[src/hdl/asc_pkg.sv]
// ----------------------------------------------------------------------------
// asc_pkg
// Shared widths, defaults and controller/datapath command types for the
// additive square suffix checker.
// ----------------------------------------------------------------------------
package asc_pkg;

  localparam int SYMBOL_W        = 8;
  localparam int WORD_LEN_W      = 9;
  localparam int MAX_LEN_DEF     = 256;
  localparam int SYMBOL_BITS_DEF = 8;

  typedef struct packed {
    logic accept;
    logic issue;
    logic publish;
  } asc_cmd_t;

  typedef struct packed {
    logic more;
  } asc_sts_t;

endpackage

[src/hdl/asc_ctrl.sv]
// ----------------------------------------------------------------------------
// asc_ctrl
// Sequencer: accepts a symbol, steps the block-length scan, then hands the
// result to the output register.
// ----------------------------------------------------------------------------
module asc_ctrl import asc_pkg::*; (
  input  logic     clk_i,
  input  logic     rst_ni,
  input  logic     in_valid_i,
  input  logic     out_ready_i,
  input  asc_sts_t sts_i,
  output logic     in_ready_o,
  output logic     out_valid_o,
  output asc_cmd_t cmd_o
);

  typedef enum logic [1:0] {
    ST_IDLE,
    ST_SCAN,
    ST_FIN
  } state_e;

  state_e state_q;
  logic   out_valid_q;

  assign in_ready_o  = (state_q == ST_IDLE);
  assign out_valid_o = out_valid_q;

  always_comb begin
    cmd_o         = '0;
    cmd_o.accept  = (state_q == ST_IDLE) && in_valid_i;
    cmd_o.issue   = (state_q == ST_SCAN) && sts_i.more;
    cmd_o.publish = (state_q == ST_FIN) && (!out_valid_q || out_ready_i);
  end

  always_ff @(posedge clk_i or negedge rst_ni) begin
    if (!rst_ni) begin
      state_q     <= ST_IDLE;
      out_valid_q <= 1'b0;
    end else begin
      if (cmd_o.publish) begin
        out_valid_q <= 1'b1;
      end else if (out_ready_i) begin
        out_valid_q <= 1'b0;
      end
      unique case (state_q)
        ST_IDLE: begin
          if (in_valid_i) begin
            state_q <= ST_SCAN;
          end
        end
        ST_SCAN: begin
          if (!sts_i.more) begin
            state_q <= ST_FIN;
          end
        end
        ST_FIN: begin
          if (cmd_o.publish) begin
            state_q <= ST_IDLE;
          end
        end
        default: state_q <= ST_IDLE;
      endcase
    end
  end

endmodule

[config.mk]
export PLATFORM = sky130hd
export DESIGN_NAME = asc_ctrl
export DESIGN_NICKNAME = d
export VERILOG_FILES = /design/src/hdl/asc_pkg.sv /design/src/hdl/asc_ctrl.sv
export SDC_FILE = /design/constraint.sdc
export NUM_CORES = 1
export LEC_CHECK = 0
export BUFFER_PORTS_ARGS = -buffer_cell sky130_fd_sc_hd__buf_2
export CAP_MARGIN = 20
export CELL_PAD_IN_SITES_DETAIL_PLACEMENT = 1
export CELL_PAD_IN_SITES_GLOBAL_PLACEMENT = 1
export CORE_AREA = 5 5 42 44
export CTS_CLUSTER_DIAMETER = 150
export DETAILED_ROUTE_END_ITERATION = 12
export DIE_AREA = 0 0 47 49
export PLACE_DENSITY_LB_ADDON = 0.1
export REMOVE_ABC_BUFFERS = 1
export SLEW_MARGIN = 20
export SYNTH_ARGS = -nofsm -noshare
export SYNTH_HDL_FRONTEND = slang
export SYNTH_SLANG_ARGS = --single-unit
[constraint.sdc]
create_clock -name clk_i -period 0.9 [get_ports clk_i]
set_input_delay 0.18 -clock clk_i [delete_from_list [all_inputs] [get_ports clk_i]]
set_output_delay 0.18 -clock clk_i [all_outputs]
set_load 0.05 [all_outputs]
==> run metrics <==
status=finished with violations; failing checks=negative setup slack; leak pwr=0.0002058 uW; clock tree buffer depth=2; fillers=167; num ports=10; post-layout utilization of the core=29.82%; worst hold stages=3; Vias=197; synthesized area=155.1 sq um; crit-path cells=nor2_4 -> and2_4 -> buf_8; non-filler cells, final=53; area leader, netlist=dfrtp_1; clk slew on worst S/H paths=30 ps; main flop type after synthesis=dfrtp_1; full die area=2303 sq um; type of the worst setup path=reg2out; port bufs=9; commonest cells in the synthesized netlist=3 x dfrtp_1, 3 x nor2_1, 2 x nand2b_1; startpoint types=flip-flop; pin count of the biggest net entering global routing=5; hold_sp=in_valid_i; Core Region=1401 sq um; Reg2Reg Capture Point=state_q[1]$_DFFE_PN0P_; Starting Density=11.07%; clk_lat worst skew=240 ps; endpoints failing setup=7; crit path capture type=primary output; DRC viols=0; WL/cell=10.40 um; Peak VDD IR=0.0008607 V; H-tree depth=1; TritonCTS clock tree=done; CP max stage delay=440 ps; Synth Area per Inst=10.34 sq um; Die Wd=47 um; internal power=580.5 uW; required time of the critical path=720 ps; first-pass GRT wire length=848 um; Clock Sinks=3; std cell rows=14; CTS root buffer=clkbuf_4; Distinct cells, synth=10; Ys Warns=0; Final nets=43; Final Hold Viols=0; Comb pwr share=52.9%; RSZ-0062 raised after global routing=true; share of cells above drive strength 1=78.38%; final worst-path cycle share=142.9%; Slew headroom=92.00%; Syn Inst Count=15; Max Slew Vio Count=0; antenna violations before repair=0; Tot GR Track Use=5.841%; drt via density=3.717; CTS buffer count=3; 1st-pass router iterations=1; largest fanout on the critical path=3; number of flops mapped to enable cells by yosys=0; slowest CP cell=dfrtp_2; diode count=0; Setup Skew=3.072 ps; total wire length=551 um; antenna viol nets, final=0; post-synth top area share=48.39%; Net Sw Frac=36.96%; GPL Wtd Cong=0.7079; Synth async-reset ratio=100.0%; GRT Residual Overflow=0; Hold Path Sink=state_q[0]$_DFFE_PN0P_; DP Cell Count=44; Pwr Density=2204 nW/um^2; r2r startpoint=state_q[0]$_DFFE_PN0P_; chip height=49 um; WP buf/inv=1; worst hold path class=in2reg; family with the most delay on the worst path=flip-flops; WP data arrival=1110 ps; Achievable Freq=777.5 MHz; Area growth syn-to-layout=169.4%; final instance area=417.9 sq um; flop-to-flop setup slack=-160 ps; max cap viols=0; Placed Area=250.2 sq um; register area share after synthesis=48.39%; Area contributors post-synth=dfrtp_1 48%, nand2b_4 8.9%, nand2b_1 8.1%, o22ai_2 8.1%, nor2_1 7.3%; vias in the first global route=213; Place WS=-236.6 ps; clock group share of total power=26.0%; Yosys reg bits=3; r2r worst-path depth=4; post-route minimum period=1286 ps; Net Sw Power=340.4 uW; sequential share of power=21.1%; Setup WS post-layout=-386.2 ps; DRT iter0 DRCs=0; Tightest Pin Transition=116.6 ps
==> layer usage <==
metal  track usage, %  up-vias  part of all wire (%)
met4            6.912        0                   3.4
li1                 -       91                     -
met3            5.166        2                    11
met1            4.825       93                    31
met5                0        -                     0
met2            7.240       11                    54
==> power by group through the flow <==
stage                     Clock, uW  Combinational, uW  Sequential (uW)
after floorplan                   0                164              212
after global placement            0                285              183
after detailed placement          0                285              184
after CTS                       248                376              190
after global routing            267                510              199
final                           239                487              195
==> layout make-up <==
class	instances	area, sq um	share of cell area, %
clock buffers	4	26.28	6.287
inverters	1	3.754	0.8982
multi-input cells	11	108.9	26.05
flip-flops and latches	3	77.57	18.56
well taps	16	20.02	4.790
repair buffers	18	181.4	43.41
==> placed cells by master, fill, tap and decap left out <==
cell and n:
nand2b_1 1, buf_8 3, and2_4 1, nand2_1 1, clkbuf_1 1, buf_4 4
nor2_1 1, mux2i_1 1, buf_2 4, dfrtp_1 1, inv_1 1, clkbuf_4 3
dfrtp_2 2, nand2b_4 2, nor2b_4 1, nor2_4 2, buf_6 5, dlygate4sd3_1 1
buf_12 1, o22ai_2 1
==> metrics by stage <==
step                      setup TNS (ps)  hold WS [ps]  power (uW)
after CTS                          -1543         214.0       814.6
after global placement            -744.1        -21.63       468.4
after global routing               -2025         245.9       976.1
final                              -1691         221.8       920.9
after detailed placement          -775.7        -20.84       469.0
after floorplan                    -2663        -115.6       376.1
==> worst max-delay path by stage <==
| stage | endpoint | slack [ps] | startpoint | cells after the start |
|---|---|---|---|---|
| after detailed placement | cmd_o[1] | -240 | state_q[1]$_DFFE_PN0P_ | 3 |
| final | cmd_o[2] | -390 | state_q[0]$_DFFE_PN0P_ | 3 |
| after floorplan | cmd_o[2] | -910 | state_q[1]$_DFFE_PN0P_ | 2 |
| after CTS | cmd_o[0] | -400 | state_q[0]$_DFFE_PN0P_ | 3 |
| after global routing | cmd_o[0] | -440 | state_q[0]$_DFFE_PN0P_ | 3 |
| after global placement | cmd_o[1] | -220 | state_q[1]$_DFFE_PN0P_ | 3 |
==> worst reg2reg max path: cells and delay by family (launching register included) <==
| kind | cells | cell delay, ps |
|---|---|---|
| AO/OA/AOI/OAI | 1 | 130 |
| AND/OR/NAND/NOR | 1 | 170 |
| buffers and inverters | 2 | 230 |
| flip-flops | 1 | 440 |
==> sequential cells by signal, indices dropped and copies added (netlist names) <==
signal and count:
state_q 2, out_valid_o 1
==> cell families (layout without fill, tap and decap cells) <==
family	after synthesis	after routing	share of synthesized area (%)
simple gates	9	9	34.68
mux	1	1	6.452
compound gates	1	1	8.063
buf+inv	1	23	2.417
flops	3	3	48.39
==> what timing repair did <==
| action | CTS | global route |
|---|---|---|
| endpoints found under the hold margin | 3 | 0 |
| pin swaps | 3 | 3 |
| setup endpoints to repair | 6 | 7 |
| hold buffers | 1 | 0 |
| setup buffers | 1 | 3 |
| gates resized for setup | 16 | 10 |
Note: power is estimated with default switching activity, not from simulation.
